==> src/hdl/phase_angle_dimmer_with_serial_setpoint_top_macros.svh <==
// Assertion macros shared by the dimmer RTL.
`ifndef PHASE_ANGLE_DIMMER_WITH_SERIAL_SETPOINT_TOP_MACROS_SVH
`define PHASE_ANGLE_DIMMER_WITH_SERIAL_SETPOINT_TOP_MACROS_SVH

// Checks that the consequent holds in the same cycle as the antecedent.
`define PAD_ASSERT_NOW(label, clk_sig, rst_sig, ante, cons, msg) \
    label: assert property (@(posedge clk_sig) disable iff (!rst_sig) (ante) |-> (cons)) \
        else $error(msg);

// Checks that the consequent holds in the cycle after the antecedent.
`define PAD_ASSERT_NEXT(label, clk_sig, rst_sig, ante, cons, msg) \
    label: assert property (@(posedge clk_sig) disable iff (!rst_sig) (ante) |=> (cons)) \
        else $error(msg);

`endif

==> src/hdl/pad_pkg.sv <==
// Types and constants of the phase-angle dimmer.
package pad_pkg;

    typedef logic [1:0] kind_t;

    localparam kind_t KIND_BYTE = 2'd0;
    localparam kind_t KIND_ZC   = 2'd1;
    localparam kind_t KIND_TICK = 2'd2;

    localparam logic [7:0] CHAR_CR    = 8'h0D;
    localparam logic [7:0] CHAR_LF    = 8'h0A;
    localparam logic [7:0] CHAR_BS    = 8'h08;
    localparam logic [7:0] CHAR_DEL   = 8'h7F;
    localparam logic [7:0] CHAR_ZERO  = 8'h30;
    localparam logic [7:0] CHAR_NINE  = 8'h39;

    localparam logic [6:0] PCT_FULL   = 7'd100;
    localparam logic [6:0] PCT_SAT    = 7'd101;
    localparam logic [6:0] PCT_ONE    = 7'd1;
    localparam logic [6:0] PCT_MIN    = 7'd2;

    localparam logic [15:0] RESET_HALF_PERIOD = 16'd8333;
    localparam logic [15:0] RESET_DELAY       = 16'd9999;
    localparam logic [15:0] DELAY_MARGIN      = 16'd100;

    // Product of percent (7 bits) and half period (16 bits).
    localparam int PROD_W = 23;
    // floor(x / 100) = (x * RECIP) >> RECIP_SHIFT, exact for x below 2**23.
    localparam int RECIP_W = 24;
    localparam logic [RECIP_W-1:0] RECIP = 24'd10737419;
    localparam int RECIP_SHIFT = 30;
    localparam int FULL_W = PROD_W + RECIP_W;

    // APB register map.
    localparam int ADDR_W = 3;
    localparam logic REG_HALF_PERIOD = 1'b0;

    typedef struct packed {
        kind_t       kind;
        logic        echo;
        logic [7:0]  echo_byte;
        logic        setp;
        logic [6:0]  percent;
        logic [15:0] half_period;
        logic [PROD_W-1:0] prod;
    } s1_t;

    typedef struct packed {
        kind_t       kind;
        logic        echo;
        logic [7:0]  echo_byte;
        logic        setp;
        logic [6:0]  percent;
        logic [15:0] half_period;
        logic [15:0] quot;
    } s2_t;

endpackage

==> src/hdl/pad_if.sv <==
// Item and result channel interfaces of the phase-angle dimmer.
interface pad_item_if;
    import pad_pkg::*;

    logic       valid;
    logic       ready;
    kind_t      kind;
    logic [7:0] rx_byte;

    modport source (output valid, kind, rx_byte, input ready);
    modport sink   (input valid, kind, rx_byte, output ready);
endinterface

interface pad_result_if;
    logic        valid;
    logic        ready;
    logic        ssr_on;
    logic        echo_valid;
    logic [7:0]  echo_byte;
    logic        setpoint_valid;
    logic [6:0]  percent;
    logic [15:0] delay_us;
    logic        fired;

    modport source (output valid, ssr_on, echo_valid, echo_byte, setpoint_valid, percent,
                    delay_us, fired, input ready);
    modport sink   (input valid, ssr_on, echo_valid, echo_byte, setpoint_valid, percent,
                    delay_us, fired, output ready);
endinterface

==> src/hdl/phase_angle_dimmer_with_serial_setpoint_top.sv <==
// Phase-angle dimmer: serial setpoint parser, delay computation and relay one-shot.
//
// Usage: item_in carries one event per transaction: a serial byte (kind 0), a mains
// zero crossing (kind 1) or a one-microsecond tick (kind 2). Every accepted item
// yields exactly one transaction on result_out with the relay level, the digit echo,
// the setpoint flag, the current percent and delay, and the fired flag.
// Digits are kept as a stack of running decimal values, so CR or LF only needs the
// top of the stack; the firing delay is then computed over two pipeline stages
// (percent times half period, then division by 100 through a reciprocal multiply).
// Relay and one-shot state live in the last stage, so items are handled in order.
// Items pass the s1, s2 and output registers; one is accepted every cycle unless
// the pipeline is full. When result_out stalls, the output register holds and the two
// inner stages keep filling; item_in.ready drops only once all three stages are full.
// The APB port holds half_period_us at address 0; pready is always high.
// Reset clears the digit count, percent, relay and one-shot, and loads the delay
// with 9999 and the half period with 8333. The digit stack itself is not cleared.
module phase_angle_dimmer_with_serial_setpoint_top #(
    parameter int MAX_DIGITS = 9
) (
    input  logic                       clk,
    input  logic                       rst_n,
    input  logic                       psel,
    input  logic                       penable,
    input  logic                       pwrite,
    input  logic [pad_pkg::ADDR_W-1:0] paddr,
    input  logic [31:0]                pwdata,
    output logic [31:0]                prdata,
    output logic                       pready,
    pad_item_if.sink                   item_in,
    pad_result_if.source               result_out
);
    import pad_pkg::*;

    localparam int CNT_W = $clog2(MAX_DIGITS + 1);
    localparam int IDX_W = $clog2(MAX_DIGITS);

    // Configuration register.
    logic [15:0] half_period_reg;
    logic        cfg_write;

    // Digit stack.
    logic [6:0]       prefix_mem [MAX_DIGITS];
    logic [CNT_W-1:0] count_reg;
    logic [CNT_W-1:0] count_next;
    logic [CNT_W-1:0] count_m1;
    logic [CNT_W-1:0] next_m1;
    logic [6:0]       top_reg;
    logic [6:0]       prev_val;
    logic [10:0]      grown;
    logic [6:0]       pushed_val;
    logic             push_en;
    logic [3:0]       digit;
    logic [6:0]       line_pct;

    // Pipeline.
    logic accept;
    logic out_free, s2_free, s1_free;
    logic s1_adv, s2_adv;
    logic s1_valid_reg, s2_valid_reg, out_valid_reg;
    s1_t  s1_reg, s1_next;
    s2_t  s2_reg;
    logic [FULL_W-1:0] full_prod;

    // Final stage state.
    logic [6:0]  percent_reg, percent_next;
    logic [15:0] delay_reg, delay_next;
    logic        running_reg, running_next;
    logic [15:0] shot_count_reg, shot_count_next;
    logic [15:0] reload_reg, reload_next;
    logic        relay_reg, relay_next;
    logic        fired_reg, fired_next;
    logic [15:0] line_delay;
    logic [15:0] diff;

    // Output register.
    logic        out_echo_reg;
    logic [7:0]  out_echo_byte_reg;
    logic        out_setp_reg;

    // ------------------------------------------------------------------ APB
    assign pready    = 1'b1;
    assign cfg_write = psel && penable && pwrite && (paddr[2] == REG_HALF_PERIOD);

    always_comb
    begin
        if (paddr[2] == REG_HALF_PERIOD)
        begin
            prdata = {16'd0, half_period_reg};
        end
        else
        begin
            prdata = 32'd0;
        end
    end

    always_ff @(posedge clk or negedge rst_n)
    begin
        if (!rst_n)
        begin
            half_period_reg <= RESET_HALF_PERIOD;
        end
        else if (cfg_write)
        begin
            half_period_reg <= pwdata[15:0];
        end
    end

    // ------------------------------------------------------------ handshake
    assign out_free      = !out_valid_reg || result_out.ready;
    assign s2_adv        = s2_valid_reg && out_free;
    assign s2_free       = !s2_valid_reg || out_free;
    assign s1_adv        = s1_valid_reg && s2_free;
    assign s1_free       = !s1_valid_reg || s2_free;
    assign item_in.ready = s1_free;
    assign accept        = item_in.valid && s1_free;

    always_ff @(posedge clk or negedge rst_n)
    begin
        if (!rst_n)
        begin
            s1_valid_reg  <= 1'b0;
            s2_valid_reg  <= 1'b0;
            out_valid_reg <= 1'b0;
        end
        else
        begin
            if (accept)
            begin
                s1_valid_reg <= 1'b1;
            end
            else if (s1_adv)
            begin
                s1_valid_reg <= 1'b0;
            end
            if (s1_adv)
            begin
                s2_valid_reg <= 1'b1;
            end
            else if (s2_adv)
            begin
                s2_valid_reg <= 1'b0;
            end
            if (s2_adv)
            begin
                out_valid_reg <= 1'b1;
            end
            else if (result_out.ready)
            begin
                out_valid_reg <= 1'b0;
            end
        end
    end

    // ------------------------------------------------- digit stack and line
    // Each entry holds the saturated value of the digits up to and including it,
    // so backspace is just a pop and a line end reads the top entry.
    assign count_m1 = count_reg - CNT_W'(1);
    assign next_m1  = count_next - CNT_W'(1);
    assign digit    = 4'(item_in.rx_byte - CHAR_ZERO);

    always_comb
    begin
        if (count_reg == '0)
        begin
            prev_val = 7'd0;
        end
        else
        begin
            prev_val = top_reg;
        end
        grown = {4'd0, prev_val} * 11'd10 + {7'd0, digit};
        if (grown > {4'd0, PCT_FULL})
        begin
            pushed_val = PCT_SAT;
        end
        else
        begin
            pushed_val = grown[6:0];
        end
        if (prev_val > PCT_FULL)
        begin
            line_pct = PCT_FULL;
        end
        else if (prev_val == PCT_ONE)
        begin
            line_pct = PCT_MIN;
        end
        else
        begin
            line_pct = prev_val;
        end
    end

    always_comb
    begin
        count_next        = count_reg;
        push_en           = 1'b0;
        s1_next           = '0;
        s1_next.kind      = item_in.kind;
        s1_next.percent   = line_pct;
        s1_next.half_period = half_period_reg;
        s1_next.prod      = PROD_W'(line_pct) * PROD_W'(half_period_reg);
        if (item_in.kind == KIND_BYTE)
        begin
            if (item_in.rx_byte == CHAR_CR || item_in.rx_byte == CHAR_LF)
            begin
                if (count_reg != '0)
                begin
                    s1_next.setp = 1'b1;
                    count_next   = '0;
                end
            end
            else if (item_in.rx_byte == CHAR_BS || item_in.rx_byte == CHAR_DEL)
            begin
                if (count_reg != '0)
                begin
                    count_next = count_m1;
                end
            end
            else if (item_in.rx_byte >= CHAR_ZERO && item_in.rx_byte <= CHAR_NINE)
            begin
                if (count_reg < CNT_W'(MAX_DIGITS))
                begin
                    push_en           = 1'b1;
                    count_next        = count_reg + CNT_W'(1);
                    s1_next.echo      = 1'b1;
                    s1_next.echo_byte = item_in.rx_byte;
                end
            end
        end
    end

    // The top entry is kept in a register; a pop reloads it from the entry below.
    always_ff @(posedge clk)
    begin
        if (accept)
        begin
            if (push_en)
            begin
                prefix_mem[count_reg[IDX_W-1:0]] <= pushed_val;
                top_reg                          <= pushed_val;
            end
            else if (count_next != '0)
            begin
                top_reg <= prefix_mem[next_m1[IDX_W-1:0]];
            end
        end
    end

    always_ff @(posedge clk or negedge rst_n)
    begin
        if (!rst_n)
        begin
            count_reg <= '0;
        end
        else if (accept)
        begin
            count_reg <= count_next;
        end
    end

    always_ff @(posedge clk)
    begin
        if (accept)
        begin
            s1_reg <= s1_next;
        end
    end

    // ------------------------------------------------- divide by 100 stage
    assign full_prod = FULL_W'(s1_reg.prod) * FULL_W'(RECIP);

    always_ff @(posedge clk)
    begin
        if (s1_adv)
        begin
            s2_reg.kind        <= s1_reg.kind;
            s2_reg.echo        <= s1_reg.echo;
            s2_reg.echo_byte   <= s1_reg.echo_byte;
            s2_reg.setp        <= s1_reg.setp;
            s2_reg.percent     <= s1_reg.percent;
            s2_reg.half_period <= s1_reg.half_period;
            s2_reg.quot        <= full_prod[RECIP_SHIFT+15:RECIP_SHIFT];
        end
    end

    // ------------------------------------------------ delay and relay stage
    always_comb
    begin
        diff = s2_reg.half_period - s2_reg.quot;
        if (s2_reg.percent == 7'd0)
        begin
            line_delay = s2_reg.half_period;
        end
        else if (s2_reg.percent == PCT_FULL)
        begin
            line_delay = 16'd0;
        end
        else
        begin
            // A zero quotient would leave the full half period; back off instead.
            if (s2_reg.quot == 16'd0)
            begin
                line_delay = (s2_reg.half_period >= DELAY_MARGIN) ?
                             s2_reg.half_period - DELAY_MARGIN : 16'd0;
            end
            else
            begin
                line_delay = diff;
            end
            if (line_delay == 16'd0)
            begin
                line_delay = 16'd1;
            end
        end
    end

    always_comb
    begin
        percent_next    = percent_reg;
        delay_next      = delay_reg;
        running_next    = running_reg;
        shot_count_next = shot_count_reg;
        reload_next     = reload_reg;
        relay_next      = relay_reg;
        fired_next      = fired_reg;
        if (s2_reg.setp)
        begin
            percent_next = s2_reg.percent;
            delay_next   = line_delay;
        end
        case (s2_reg.kind)
            KIND_ZC:
            begin
                fired_next = 1'b0;
                if (percent_reg < PCT_FULL)
                begin
                    relay_next = 1'b0;
                    if (percent_reg != 7'd0)
                    begin
                        shot_count_next = 16'd0;
                        reload_next     = delay_reg;
                        running_next    = 1'b1;
                    end
                end
                else
                begin
                    relay_next = 1'b1;
                end
            end
            KIND_TICK:
            begin
                if (running_reg)
                begin
                    if (shot_count_reg >= reload_reg)
                    begin
                        relay_next      = 1'b1;
                        fired_next      = 1'b1;
                        running_next    = 1'b0;
                        shot_count_next = 16'd0;
                    end
                    else
                    begin
                        shot_count_next = shot_count_reg + 16'd1;
                    end
                end
            end
            default:
            begin
                percent_next = percent_next;
            end
        endcase
    end

    always_ff @(posedge clk or negedge rst_n)
    begin
        if (!rst_n)
        begin
            percent_reg    <= 7'd0;
            delay_reg      <= RESET_DELAY;
            running_reg    <= 1'b0;
            shot_count_reg <= 16'd0;
            reload_reg     <= 16'd0;
            relay_reg      <= 1'b0;
            fired_reg      <= 1'b0;
        end
        else if (s2_adv)
        begin
            percent_reg    <= percent_next;
            delay_reg      <= delay_next;
            running_reg    <= running_next;
            shot_count_reg <= shot_count_next;
            reload_reg     <= reload_next;
            relay_reg      <= relay_next;
            fired_reg      <= fired_next;
        end
    end

    always_ff @(posedge clk)
    begin
        if (s2_adv)
        begin
            out_echo_reg      <= s2_reg.echo;
            out_echo_byte_reg <= s2_reg.echo_byte;
            out_setp_reg      <= s2_reg.setp;
        end
    end

    // The persistent fields of the result are the stage state itself.
    assign result_out.valid          = out_valid_reg;
    assign result_out.ssr_on         = relay_reg;
    assign result_out.echo_valid     = out_echo_reg;
    assign result_out.echo_byte      = out_echo_byte_reg;
    assign result_out.setpoint_valid = out_setp_reg;
    assign result_out.percent        = percent_reg;
    assign result_out.delay_us       = delay_reg;
    assign result_out.fired          = fired_reg;

    // ------------------------------------------------------------ checks
`include "phase_angle_dimmer_with_serial_setpoint_top_macros.svh"

    `PAD_ASSERT_NOW(a_fired_relay_on, clk, rst_n, fired_reg, relay_reg,
        "fired flag set while relay is off")
    `PAD_ASSERT_NOW(a_count_bound, clk, rst_n, 1'b1, count_reg <= CNT_W'(MAX_DIGITS),
        "digit count beyond capacity")
    `PAD_ASSERT_NOW(a_shot_bound, clk, rst_n, running_reg, shot_count_reg <= reload_reg,
        "one-shot count passed its reload")
    `PAD_ASSERT_NOW(a_echo_digit, clk, rst_n, out_valid_reg && out_echo_reg,
        out_echo_byte_reg >= CHAR_ZERO && out_echo_byte_reg <= CHAR_NINE,
        "echo of a non-digit character")
    `PAD_ASSERT_NEXT(a_accept_fills, clk, rst_n, accept, s1_valid_reg,
        "accepted transaction did not enter the pipeline")

endmodule

==> src/flat_wrapper.sv <==
// flat-port wrapper written by rule: the top's interface ports become plain ports
module phase_angle_dimmer_with_serial_setpoint_top_flat import pad_pkg::*;
#(
    parameter int MAX_DIGITS = 9
)
  (clk, rst_n, psel, penable, pwrite, paddr, pwdata, prdata, pready, item_in_valid, item_in_kind, item_in_rx_byte, item_in_ready, result_out_valid, result_out_ssr_on, result_out_echo_valid, result_out_echo_byte, result_out_setpoint_valid, result_out_percent, result_out_delay_us, result_out_fired, result_out_ready);
  pad_item_if item_in_i ();
  pad_result_if result_out_i ();
  input  logic clk;
  input  logic rst_n;
  input  logic psel;
  input  logic penable;
  input  logic pwrite;
  input  logic [pad_pkg::ADDR_W-1:0] paddr;
  input  logic [31:0] pwdata;
  output logic [31:0] prdata;
  output logic pready;
  input wire logic [$bits(item_in_i.valid)-1:0] item_in_valid;
  input wire logic [$bits(item_in_i.kind)-1:0] item_in_kind;
  input wire logic [$bits(item_in_i.rx_byte)-1:0] item_in_rx_byte;
  output wire logic [$bits(item_in_i.ready)-1:0] item_in_ready;
  output wire logic [$bits(result_out_i.valid)-1:0] result_out_valid;
  output wire logic [$bits(result_out_i.ssr_on)-1:0] result_out_ssr_on;
  output wire logic [$bits(result_out_i.echo_valid)-1:0] result_out_echo_valid;
  output wire logic [$bits(result_out_i.echo_byte)-1:0] result_out_echo_byte;
  output wire logic [$bits(result_out_i.setpoint_valid)-1:0] result_out_setpoint_valid;
  output wire logic [$bits(result_out_i.percent)-1:0] result_out_percent;
  output wire logic [$bits(result_out_i.delay_us)-1:0] result_out_delay_us;
  output wire logic [$bits(result_out_i.fired)-1:0] result_out_fired;
  input wire logic [$bits(result_out_i.ready)-1:0] result_out_ready;
  assign item_in_i.valid = item_in_valid;
  assign item_in_i.kind = item_in_kind;
  assign item_in_i.rx_byte = item_in_rx_byte;
  assign item_in_ready = item_in_i.ready;
  assign result_out_valid = result_out_i.valid;
  assign result_out_ssr_on = result_out_i.ssr_on;
  assign result_out_echo_valid = result_out_i.echo_valid;
  assign result_out_echo_byte = result_out_i.echo_byte;
  assign result_out_setpoint_valid = result_out_i.setpoint_valid;
  assign result_out_percent = result_out_i.percent;
  assign result_out_delay_us = result_out_i.delay_us;
  assign result_out_fired = result_out_i.fired;
  assign result_out_i.ready = result_out_ready;
  phase_angle_dimmer_with_serial_setpoint_top #(.MAX_DIGITS(MAX_DIGITS)) u_core (.clk(clk), .rst_n(rst_n), .psel(psel), .penable(penable), .pwrite(pwrite), .paddr(paddr), .pwdata(pwdata), .prdata(prdata), .pready(pready), .item_in(item_in_i), .result_out(result_out_i));
endmodule
==> config.mk <==
export PLATFORM = sky130hd
export DESIGN_NAME = phase_angle_dimmer_with_serial_setpoint_top_flat
export DESIGN_NICKNAME = d
export VERILOG_FILES = /design/src/hdl/pad_pkg.sv /design/src/hdl/pad_if.sv /design/src/hdl/phase_angle_dimmer_with_serial_setpoint_top.sv /design/src/flat_wrapper.sv
export VERILOG_INCLUDE_DIRS = /design/src /design/src/hdl
export SDC_FILE = /design/constraint.sdc
export NUM_CORES = 1
export LEC_CHECK = 0
export BUFFER_PORTS_ARGS = -buffer_cell sky130_fd_sc_hd__buf_2
export CORE_MARGIN = 2
export CORE_UTILIZATION = 47
export DETAILED_ROUTE_END_ITERATION = 10
export GPL_TIMING_DRIVEN = 0
export PLACE_DENSITY = 0.66
export SLEW_MARGIN = 20
export SYNTH_ARGS = -nofsm -noshare
export SYNTH_HDL_FRONTEND = slang
export SYNTH_SLANG_ARGS = --single-unit
==> constraint.sdc <==
create_clock -name clk -period 7.25 [get_ports clk]
set_clock_uncertainty 0.15 [all_clocks]
set_input_delay 0 -clock clk [delete_from_list [all_inputs] [get_ports clk]]
set_output_delay 0 -clock clk [all_outputs]
set_load 0.005 [all_outputs]
==> results.md, run 1 <==
* Run status: finished clean
* Cell family contributing the most delay on the critical path: adder cells
* Wire length of the first global-routing pass at 95850 um
* Cells along the critical path: fa_2, fa_1, inv_1, fa_1, inv_1, fa_1, fa_1, fa_1, inv_1, fa_1, inv_1, ha_4, nand2_2, nor4_4, o211ai_1, a211oi_4, buf_6, o211ai_1, buf_4, a31oi_4, o21a_1, nor2_4, o21bai_1, xor2_1
* CTS sink cnt at 270
* Diodes inserted at 0
* Path length in cells of the critical path at 24
* Maximum fanout count along the critical path at 4
* Detail Route Antenna Nets at 0
* Flops & latches, synth at 270
* Number of enable flip-flop cells after synthesis at 189
* Worst Path Class, Setup: flop to flop
* Post-synthesis instance total at 2330
* Final-report setup violation count at 0
* Synthesized area divided by synthesized cell count at 10.90 um2
* Most common cell on crit path: sky130_fd_sc_hd__fa_1
* Final routed DRC violation total at 0
* Worst setup EP type: flop
* Max Freq at 143.1 MHz
* Highest-count cells in the layout ignoring fill and taps: 440 x sky130_fd_sc_hd__inv_1, 315 x sky130_fd_sc_hd__ha_1, 258 x sky130_fd_sc_hd__fa_1
* Largest area contributor in the netlist: sky130_fd_sc_hd__edfxtp_1
* Count of port buffers added during placement at 86
* Overall fraction of global-route tracks in use at 0.2153
* End-of-flow core utilization at 0.5390
* Hold Path Cell Cnt at 2
* Max-cap viol count at 0
* Via density per instance at around 5.3
* Final routed wirelength across all metal layers at 59560 um
* Most frequent standard cell in the layout excluding fill and tap cells: sky130_fd_sc_hd__inv_1
* Critical path data arrival time at around 7.1 ns
* Vias after detailed routing at between 15000 and 20000
* Maximum number of pins on one net before global-route repair at 65
* Count of cell types in the netlist at 89
* Core area at 53600 um2
* Area Growth Syn to Fin at 13.72%
* Synth top area cells: sky130_fd_sc_hd__edfxtp_1 22%, sky130_fd_sc_hd__fa_1 21%, sky130_fd_sc_hd__ha_1 16%
* Sequential fraction of the synthesis area at 0.3038
* Worst-path clk slew at 0.06 ns
* Initial DRC Count at between 1000 and 1500
* Summed instance area of the synthesized netlist at 25400 um2
* Maximum clock insertion buffer count at 3
* Final-stage net count at 3207
* Headroom to the max-slew limit at 0.2963
* Number of fillers in the final layout at 4572
* Post-route setup slack at 0.2630 ns
* Prevailing post-synth register cell: sky130_fd_sc_hd__edfxtp_1
* DIE AREA at around 56000 um2
* Shortest period the worst path allows at 6.987 ns
* Worst-case setup slack after placement at -1.407 ns
* Share of layout cells above drive strength 1 at 0.1410
* Startpoint types: flop
* Starting density of the core at 0.4739
* Placed cell areas at 26830 um2
* Cell row count at between 80 and 90
* Slowest CP cell: sky130_fd_sc_hd__fa_1
* Number of flip-flops in the largest register at 63
* Synth warn at 0
* Biggest cell delay along the critical path at 0.55 ns
* WP data required at 7.40 ns
* Post-Layout Inst Area at 28890 um2
* Num ports at 122
* Endpoints failing hold at 0
* Setup tns final at 0 ns
* RePlAce Congestion at 0.9380
* Average detailed-routed wire length per instance at between 15 and 20 um
* Half-perimeter wire length after placement at 47330 um
* Area share of the largest cell type after synthesis at 0.2234
* Portion of the clock cycle consumed by the worst path in the final layout at 0.9637
* Clock tree from TritonCTS: done
* Die Span X at 236.5 um
* Via count of the first global-routing pass at 18180
* FF-to-FF path depth at 24
* Transition time of the tightest slew-check pin at 1.047 ns
* H-tree levels at 1
* Number of antenna violations at the first check in global routing at 0
* Skew-Pair Late Insertion Delay at 0.55 ns
* Worst hold-check path type: input port to flop
* Total count of max-transition violations in the final report at 0
* TritonCTS buffer count at 27
* Total iterations of the first detailed-routing run at 5
* Share of flip-flops with an asynchronous set or reset after synthesis at 0.3000
* Buf+Inv Stages, Crit Path at 6
* Vert. Die Dim at 236.5 um
* Grt total ovfl at 0
* Clock tree root buffer cell: sky130_fd_sc_hd__clkbuf_16
synth_stat cells (16+ instances only):
library cell               instances
sky130_fd_sc_hd__dfrtp_1          68
sky130_fd_sc_hd__mux2_2           30
sky130_fd_sc_hd__ha_1            332
sky130_fd_sc_hd__a21o_1           28
sky130_fd_sc_hd__xnor2_1          39
sky130_fd_sc_hd__fa_1            267
sky130_fd_sc_hd__a211oi_1         20
sky130_fd_sc_hd__nand3_1          25
sky130_fd_sc_hd__and2_1           69
sky130_fd_sc_hd__edfxtp_1        189
sky130_fd_sc_hd__nand2b_1         21
sky130_fd_sc_hd__o21ai_0          87
sky130_fd_sc_hd__xor2_1           31
sky130_fd_sc_hd__clkbuf_1         31
sky130_fd_sc_hd__a31oi_1          16
sky130_fd_sc_hd__nand2_1         135
sky130_fd_sc_hd__buf_4            17
sky130_fd_sc_hd__a21oi_1          74
sky130_fd_sc_hd__nor3_1           26
sky130_fd_sc_hd__nor2_1           77
sky130_fd_sc_hd__inv_1           449
sky130_fd_sc_hd__nor2b_1          40
sky130_fd_sc_hd__and3_1           41
cells by family (layout without fill, tap and decap cells):
family,after synthesis,in the layout,synth area share
buffers and inverters,507,735,0.07979
adder cells (fa/ha/maj),599,599,0.3739
AND/OR/NAND/NOR,501,501,0.1035
XOR/XNOR,72,72,0.02586
flip-flops,270,270,0.3038
other,2,19,0.0002956
AO/OA/AOI/OAI,326,326,0.08338
multiplexers,53,53,0.02945
layer usage:
metal,wire length (um),share of wire,track usage
met2,29090,0.49,0.3660
met4,1464,0.025,0.05082
met5,0,0,0
met3,2944,0.049,0.02856
met1,26060,0.44,0.2941
stage by stage:
| step | std cells | hold slack (ns) |
|---|---|---|
| 2_1_floorplan | 2347 | -0.4456 |
| 3_3_place_gp | 3129 | 0.05529 |
| 3_5_place_dp | 3132 | -0.1793 |
| 4_1_cts | 3243 | 0.03636 |
| 5_1_grt | 3271 | 0.04454 |
| 6_report | 3271 | 0.04312 |
area by class of cell:
class | instances | area (um2) | share of cell area
clock inverter | 13 | 125.1 | 0.004331
timing repair buffer | 183 | 1287 | 0.04457
buffer | 54 | 332.8 | 0.01152
tap | 696 | 870.8 | 0.03014
clock buffer | 35 | 725.7 | 0.02512
inverter | 450 | 1700 | 0.05886
sequential | 270 | 7721 | 0.2673
multi-input combinational | 1570 | 16130 | 0.5582
worst paths after layout:
| check | from | slack (ns) | end |
|---|---|---|---|
| worst max register to register | u_core.s1_reg[7] | 0.26 | u_core.s2_reg[13] |
| min in group asynchronous | rst_n | 0.43 | u_core.result_out.delay_us[13] |
| worst min-delay path | item_in_kind[0] | 0.04 | u_core.s1_reg[56] |
| max in group asynchronous | rst_n | 5.96 | u_core.reload_reg[5] |
| worst max-delay path | u_core.s1_reg[7] | 0.26 | u_core.s2_reg[13] |
| worst min register to register | u_core.s1_reg[37] | 0.27 | u_core.s2_reg[30] |
repair_timing:
action | 4_1_cts | 5_1_grt
resized for setup | 33 | 64
hold buffers | 36 | 0
pin swaps | 6 | 25
buffers inserted | 28 | 30
setup endpoints to repair | 26 | 13
hold endpoints to repair | 113 | 0
Power of run 1 is left out: the tool's default activity adds up to more than one toggle a clock period on the data nets, which glitch-free logic cannot reach.
==> run 2, diff against run 1 <==
--- a/config.mk
+++ b/config.mk
@@ -7,11 +7,13 @@
 export NUM_CORES = 1
 export LEC_CHECK = 0
 export BUFFER_PORTS_ARGS = -buffer_cell sky130_fd_sc_hd__buf_2
+export CELL_PAD_IN_SITES_DETAIL_PLACEMENT = 1
+export CELL_PAD_IN_SITES_GLOBAL_PLACEMENT = 1
 export CORE_MARGIN = 2
-export CORE_UTILIZATION = 47
+export CORE_UTILIZATION = 35
 export DETAILED_ROUTE_END_ITERATION = 10
 export GPL_TIMING_DRIVEN = 0
-export PLACE_DENSITY = 0.66
+export PLACE_DENSITY_LB_ADDON = 0.1
 export SLEW_MARGIN = 20
 export SYNTH_ARGS = -nofsm -noshare
 export SYNTH_HDL_FRONTEND = slang
==> constraint.sdc (replaced) <==
create_clock -name clk -period 6.6 [get_ports clk]
set_clock_uncertainty 0.15 [all_clocks]
set_input_delay 0 -clock clk [delete_from_list [all_inputs] [get_ports clk]]
set_output_delay 0 -clock clk [all_outputs]
set_load 0.005 [all_outputs]
==> run 2 against run 1 <==
Compared with the run above:
- the run now ends with negative setup slack left
- critical path depth fell by 1
- sequential share of layout area shrank 1.1 points
- cell count rose by 9.0%
- global-route usage decreased by 2.3 points
- first-iteration DRC count down 18%
- critical path type unchanged
- utilization down 12 points
- setup slack lost 0.58 ns
- via count grew 0.45%
- register-to-register slack got worse by 0.58 ns
==> results.md, run 2 (synthesis gave the netlist of run 1 again) <==
* Metal2 WL at 35190 um (+21%)
* Total count of max-transition violations in the final report at 0 (unchanged)
* Startpoint types: flop
* Num ports at 122 (unchanged)
* Skew-Pair Late Insertion Delay at 0.57 ns (+0.02 ns)
* Shortest period the worst path allows at 6.912 ns (-0.07495 ns)
* TritonCTS buffer count at 28 (+3.7%)
* H-tree levels at 1 (unchanged)
* Post-Layout Inst Area at 30110 um2 (+4.2%)
* Die Span X at 273.4 um (+16%)
* Detail Route Antenna Nets at 0 (unchanged)
* Clock tree root buffer cell: sky130_fd_sc_hd__clkbuf_16
* DIE AREA at 74760 um2 (+34%)
* Core area at 71730 um2 (+34%)
* Average detailed-routed wire length per instance at 19.97 um (+9.7%)
* Number of antenna violations at the first check in global routing at 0 (unchanged)
* Count of port buffers added during placement at 86 (unchanged)
* RSZ-0062 raised after global routing: true
* Transition time of the tightest slew-check pin at 0.9299 ns (-0.1176 ns)
* Vert. Die Dim at 273.4 um (+16%)
* Violations in the final reports: negative setup slack
* Vias after detailed routing at 17550 (+0.45%)
* Diodes inserted at 0 (unchanged)
* Worst Path Class, Setup: flop to flop
* Maximum clock insertion buffer count at 3 (unchanged)
* CTS sink cnt at 270 (unchanged)
* Detailed route wirelength on metal3 at 1811 um (-38%)
* Endpoints failing hold at 0 (unchanged)
* Post-route setup slack at -0.3120 ns (-0.5751 ns)
* Max Freq at 144.7 MHz (+1.1%)
* Maximum number of pins on one net before global-route repair at 51 (-22%)
* Worst hold-check path type: input port to flop
* Overall fraction of global-route tracks in use at 0.1922 (-0.02315)
* Number of flip-flops in the largest register at 63 (unchanged)
* Headroom to the max-slew limit at 0.3640 (+0.06772)
* RePlAce Congestion at 0.8673 (-7.5%)
* Maximum fanout count along the critical path at 4 (unchanged)
* Total iterations of the first detailed-routing run at 5 (unchanged)
* Final-stage net count at 3243 (+1.1%)
* Wire length of the first global-routing pass at 111700 um (+17%)
* Most frequent standard cell in the layout excluding fill and tap cells: sky130_fd_sc_hd__inv_1
* Portion of the clock cycle consumed by the worst path in the final layout at 1.047 (+0.08356)
* Cell row count at 98 (+15%)
* Final-report setup violation count at 11 (+11)
* Grt total ovfl at 0 (unchanged)
* Worst setup EP type: flop
* Starting density of the core at 0.3542 (-0.1198)
* Uppermost layer routed: met4
* Via density per instance at 4.925 (-7.8%)
* Placed cell areas at 27200 um2 (+1.4%)
* Area Growth Syn to Fin at 18.50%
* Highest-count cells in the layout ignoring fill and taps: 429 x sky130_fd_sc_hd__inv_1, 302 x sky130_fd_sc_hd__ha_1, 247 x sky130_fd_sc_hd__fa_1
* Final routed wirelength across all metal layers at 71160 um (+19%)
* Critical path data arrival time at 7.08 ns (-0.06 ns)
* Half-perimeter wire length after placement at 56300 um (+19%)
* Clock tree from TritonCTS: done
* Run status: complete, but fails checks
* WP data required at 6.77 ns (-0.63 ns)
* Share of layout cells above drive strength 1 at 0.1806 (+0.03960)
* DRT met1 WL at 33100 um (+27%)
* Number of fillers in the final layout at 7869 (+72%)
* Initial DRC Count at 868 (-18%)
* Max-cap viol count at 0 (unchanged)
* Worst-path clk slew at 0.07 ns (about the same)
* Final routed DRC violation total at 0 (unchanged)
* Via count of the first global-routing pass at 19500 (+7.3%)
## run 2: cell count changes in the layout (fill, tap and decap cells not counted), sizes merged
cell,delta
buf,+34
bufinv,+1
clkbuf,+2
clkinv,-1
clkinvlp,+1
inv,+2
## run 2: routing by layer
| metal | track usage | up-vias |
|---|---|---|
| li1 | - | 8326 |
| met1 | 0.2639 | 8970 |
| met2 | 0.3349 | 200 |
| met3 | 0.01763 | 57 |
| met4 | 0.03005 | 0 |
| met5 | 0 | - |
## run 2: metrics by stage
stage	cells	hold WS (ns)	setup WS, ns	setup TNS (ns)	utilization
5_1_grt	3564	0.02829	-0.5313	-4.892	0.4197
3_5_place_dp	3387	-0.2313	-1.967	-36.69	0.3792
6_report	3564	0.03229	-0.3120	-2.063	0.4197
3_3_place_gp	3383	0.05759	-1.981	-36.67	0.3779
2_1_floorplan	2347	-0.4456	0.006408	0	-
4_1_cts	3535	0.01933	-0.3439	-2.283	0.4131
## run 2: worst paths after layout
path / from / to / slack (ns) / depth (start not counted)
max in group asynchronous: rst_n / u_core.half_period_reg[0] / 5.49 / 4
max reg2reg: u_core.s1_reg[11] / u_core.s2_reg[12] / -0.31 / 23
min in group asynchronous: rst_n / u_core.result_out.delay_us[13] / 0.42 / 3
min: item_in_kind[1] / u_core.s1_reg[57] / 0.03 / 2
min reg2reg: u_core.s1_reg[35] / u_core.s2_reg[28] / 0.27 / 0
max: u_core.s1_reg[11] / u_core.s2_reg[12] / -0.31 / 23
## run 2: layout make-up
| cell class | count | area [um2] | share of cell area |
|---|---|---|---|
| sequential | 270 | 7721 | 0.2565 |
| inverter | 450 | 1704 | 0.05661 |
| timing repair buffer | 217 | 1625 | 0.05399 |
| clock inverter | 16 | 186.4 | 0.006193 |
| buffer | 55 | 381.6 | 0.01268 |
| clock buffer | 36 | 740.7 | 0.02460 |
| tap | 950 | 1189 | 0.03948 |
| multi-input combinational | 1570 | 16560 | 0.5500 |
## run 2: critical path: stages, from the launching register on
cell and delay [ns]:
sky130_fd_sc_hd__edfxtp_1 0.53, sky130_fd_sc_hd__buf_6 0.20, sky130_fd_sc_hd__ha_4 0.30, sky130_fd_sc_hd__fa_1 0.44, sky130_fd_sc_hd__fa_1 0.52, sky130_fd_sc_hd__inv_1 0.05, sky130_fd_sc_hd__fa_1 0.48, sky130_fd_sc_hd__fa_1 0.52
sky130_fd_sc_hd__fa_1 0.58, sky130_fd_sc_hd__inv_1 0.07, sky130_fd_sc_hd__fa_1 0.50, sky130_fd_sc_hd__ha_4 0.31, sky130_fd_sc_hd__nand2_2 0.11, sky130_fd_sc_hd__nor4_4 0.39, sky130_fd_sc_hd__o211ai_1 0.22, sky130_fd_sc_hd__a211oi_4 0.23
sky130_fd_sc_hd__buf_12 0.15, sky130_fd_sc_hd__o211ai_1 0.08, sky130_fd_sc_hd__buf_4 0.17, sky130_fd_sc_hd__a31oi_4 0.13, sky130_fd_sc_hd__o21a_1 0.20, sky130_fd_sc_hd__nor2_4 0.06, sky130_fd_sc_hd__buf_4 0.13, sky130_fd_sc_hd__xnor2_1 0.11
## run 2: repair_timing
item                                    4_1_cts  5_1_grt
endpoints found under the setup margin       31       21
pin swaps                                    57       48
buffers inserted                             62       30
hold buffers                                 36        0
endpoints found under the hold margin       122        0
gates resized for setup                     139       54
Power of run 2 is left out for the same reason.
==> run 3, diff against run 2 <==
--- a/config.mk
+++ b/config.mk
@@ -6,7 +6,7 @@
 export SDC_FILE = /design/constraint.sdc
 export NUM_CORES = 1
 export LEC_CHECK = 0
-export BUFFER_PORTS_ARGS = -buffer_cell sky130_fd_sc_hd__buf_2
+export BUFFER_PORTS_ARGS = -buffer_cell sky130_fd_sc_hd__clkbuf_2
 export CELL_PAD_IN_SITES_DETAIL_PLACEMENT = 1
 export CELL_PAD_IN_SITES_GLOBAL_PLACEMENT = 1
 export CORE_MARGIN = 2
==> constraint.sdc (replaced) <==
create_clock -name clk -period 6.6 [get_ports clk]
set_clock_uncertainty 0.15 [all_clocks]
set_input_delay 0.66 -clock clk [delete_from_list [all_inputs] [get_ports clk]]
set_output_delay 0.66 -clock clk [all_outputs]
set_load 0.005 [all_outputs]
==> run 3 against run 2 <==
Compared with the run above:
- the run ends with negative hold slack, negative setup slack left
- sequential share of layout area grew 0.40 points
- wire length fell by 0.43%
- design area fell by 1.5%
- via count hardly changed
- setup slack got worse by 0.087 ns
- first-iteration DRC count shrank 2.2%
- fmax fell by 1.2%
- cell count fell by 1.3%
- register-to-register slack got worse by 0.09 ns
- utilization down 0.65 points
- critical path depth rose by 1
- highest routed layer unchanged
==> results.md, run 3 (synthesis gave the netlist of run 1 again) <==
* Grt total ovfl at 0 (unchanged)
* Placed cell areas at 27180 um2 (about the same)
* Detail Route Antenna Nets at 0 (unchanged)
* Startpoint types: flop
* Run status: complete, but fails checks
* Total iterations of the first detailed-routing run at 5 (unchanged)
* Number of flip-flops in the largest register at 63 (unchanged)
* Post-route setup slack at -0.3988 ns (-0.08677 ns)
* Final-stage net count at 3195 (-1.5%)
* Wire length of the first global-routing pass at 111400 um (-0.27%)
* Max-cap viol count at 0 (unchanged)
* Post-Layout Inst Area at 29640 um2 (-1.5%)
* Worst Path Class, Setup: flop to flop
* Violations in the final reports: negative hold slack, negative setup slack
* Num ports at 122 (unchanged)
* H-tree levels at 1 (unchanged)
* Half-perimeter wire length after placement at 56110 um (-0.34%)
* DIE AREA at 74760 um2 (unchanged)
* Endpoints failing hold at 7 (+7)
* Max Freq at 142.9 MHz (-1.2%)
* Clock tree from TritonCTS: done
* CTS sink cnt at 270 (unchanged)
* Worst-path clk slew at 0.07 ns (about the same)
* Worst hold-check path type: input port to async pin
* RePlAce Congestion at 0.8658 (-0.17%)
* TritonCTS buffer count at 29 (+3.6%)
* Worst-case setup slack after placement at -2.037 ns (-0.06971 ns)
* Headroom to the max-slew limit at 0.2995 (-0.06458)
* Via density per instance at 4.989 (+1.3%)
* Number of antenna violations at the first check in global routing at 0 (unchanged)
* Highest-count cells in the layout ignoring fill and taps: 433 x sky130_fd_sc_hd__inv_1, 303 x sky130_fd_sc_hd__ha_1, 253 x sky130_fd_sc_hd__fa_1
* Worst Hold Slack at -0.004687 ns (-0.03697 ns)
* Overall fraction of global-route tracks in use at 0.1918 (-0.0003482)
* Critical path data arrival time at 7.16 ns (+0.08 ns)
* Die Span X at 273.4 um (unchanged)
* Starting density of the core at 0.3542 (unchanged)
* Final routed DRC violation total at 0 (unchanged)
* Maximum fanout count along the critical path at 4 (unchanged)
* Final routed wirelength across all metal layers at 70850 um (-0.43%)
* Worst reg-to-reg setup slack at -0.40 ns (-0.09 ns)
* Count of port buffers added during placement at 86 (unchanged)
* Average detailed-routed wire length per instance at 20.15 um (+0.90%)
* Clock tree root buffer cell: sky130_fd_sc_hd__clkbuf_16
* Via count of the first global-routing pass at 19260 (-1.2%)
* Most frequent standard cell in the layout excluding fill and tap cells: sky130_fd_sc_hd__inv_1
* Core area at 71730 um2 (unchanged)
* Vias after detailed routing at 17550 (-0.034%)
* Worst setup EP type: flop
* Share of layout cells above drive strength 1 at 0.1776 (-0.002927)
* Final-report setup violation count at 12 (+1)
* Vert. Die Dim at 273.4 um (unchanged)
* Maximum number of pins on one net before global-route repair at 82 (+61%)
* Skew-Pair Late Insertion Delay at 0.57 ns (about the same)
* RSZ-0062 raised after global routing: true
* Shortest period the worst path allows at 6.999 ns (+0.08677 ns)
* Total count of max-transition violations in the final report at 0 (unchanged)
* Initial DRC Count at 849 (-2.2%)
* Area Growth Syn to Fin at 16.68%
* End-of-flow core utilization at 0.4132 (-0.006471)
* Transition time of the tightest slew-check pin at 1.043 ns (+0.1129 ns)
* WP data required at 6.76 ns (about the same)
* Portion of the clock cycle consumed by the worst path in the final layout at 1.060 (+0.01315)
* Diodes inserted at 0 (unchanged)
* Number of hold buffers added after cts at 0 (-100%)
* Cell row count at 98 (unchanged)
* Maximum clock insertion buffer count at 3 (unchanged)
run 3: cell types whose count changed in the layout (fill, tap and decap cells not counted), moves of 3 or more:
cell,delta
sky130_fd_sc_hd__clkbuf_1,-6
sky130_fd_sc_hd__a21oi_2,+5
sky130_fd_sc_hd__fa_1,+6
sky130_fd_sc_hd__inv_1,+4
sky130_fd_sc_hd__clkbuf_2,+83
sky130_fd_sc_hd__fa_2,-6
sky130_fd_sc_hd__buf_2,-85
sky130_fd_sc_hd__dlygate4sd3_1,-35
sky130_fd_sc_hd__buf_4,-5
sky130_fd_sc_hd__buf_6,-5
sky130_fd_sc_hd__xor2_2,-3
sky130_fd_sc_hd__a21oi_1,-5
sky130_fd_sc_hd__clkinv_4,+5
sky130_fd_sc_hd__inv_2,-4
run 3: per-layer routing:
metal  GRT usage  vias to the layer above  part of all wire
met1      0.2670                     8980              0.46
li1            -                     8231                 -
met3     0.01781                       80             0.026
met4     0.03883                        0             0.020
met2      0.3258                      256              0.49
met5           0                        -                 0
run 3: repair_timing:
| action | in CTS | in global routing |
|---|---|---|
| pin swaps | 56 | 48 |
| setup endpoints to repair | 32 | 22 |
| setup buffers | 64 | 17 |
| gates resized for setup | 121 | 68 |
run 3: layout make-up:
cell class | instances | area, um2
clock inverters | 23 | 234.0
plain buffers | 54 | 365.4
fillers | 7841 | 42090
inverters | 450 | 1709
repair buffers | 169 | 1124
multi-input cells | 1570 | 16560
well taps | 950 | 1189
clock buffers | 31 | 743.2
flip-flops and latches | 270 | 7721
run 3: final timing paths:
path | from | endpoint | cells after the start
min in group clk | item_in_valid | u_core.s1_valid_reg | 2
hold / removal | rst_n | u_core.shot_count_reg[13] | 1
max in group asynchronous | rst_n | u_core.count_reg[1] | 1
hold reg to reg | u_core.s1_reg[54] | u_core.s2_reg[47] | 0
setup / recovery | u_core.s1_reg[12] | u_core.s2_reg[13] | 24
setup reg to reg | u_core.s1_reg[12] | u_core.s2_reg[13] | 24
run 3: metrics by stage:
stage	cells	hold WS [ns]	TNS, ns
4_1_cts	3501	0.01936	-2.999
3_3_place_gp	3383	0.2532	-36.76
6_report	3517	-0.004687	-2.497
5_1_grt	3517	0.03159	-4.953
2_1_floorplan	2347	0.2144	0
3_5_place_dp	3386	0.2563	-38.65
run 3: critical path: stages (launching register included):
cell                       delay [ns]
sky130_fd_sc_hd__edfxtp_1        0.52
sky130_fd_sc_hd__fa_2            0.65
sky130_fd_sc_hd__inv_2           0.05
sky130_fd_sc_hd__fa_2            0.52
sky130_fd_sc_hd__inv_1           0.05
sky130_fd_sc_hd__fa_2            0.51
sky130_fd_sc_hd__inv_1           0.06
sky130_fd_sc_hd__fa_2            0.53
sky130_fd_sc_hd__fa_2            0.44
sky130_fd_sc_hd__fa_1            0.53
sky130_fd_sc_hd__inv_1           0.06
sky130_fd_sc_hd__ha_1            0.33
sky130_fd_sc_hd__ha_4            0.30
sky130_fd_sc_hd__nand3_4         0.10
sky130_fd_sc_hd__nor4_4          0.37
sky130_fd_sc_hd__o211ai_1        0.21
sky130_fd_sc_hd__a211oi_4        0.24
sky130_fd_sc_hd__buf_12          0.16
sky130_fd_sc_hd__o211ai_1        0.08
sky130_fd_sc_hd__buf_4           0.17
sky130_fd_sc_hd__a31oi_4         0.17
sky130_fd_sc_hd__o21a_1          0.20
sky130_fd_sc_hd__nor2_4          0.06
sky130_fd_sc_hd__o21bai_1        0.16
sky130_fd_sc_hd__xor2_1          0.10
Power of run 3 is left out for the same reason.
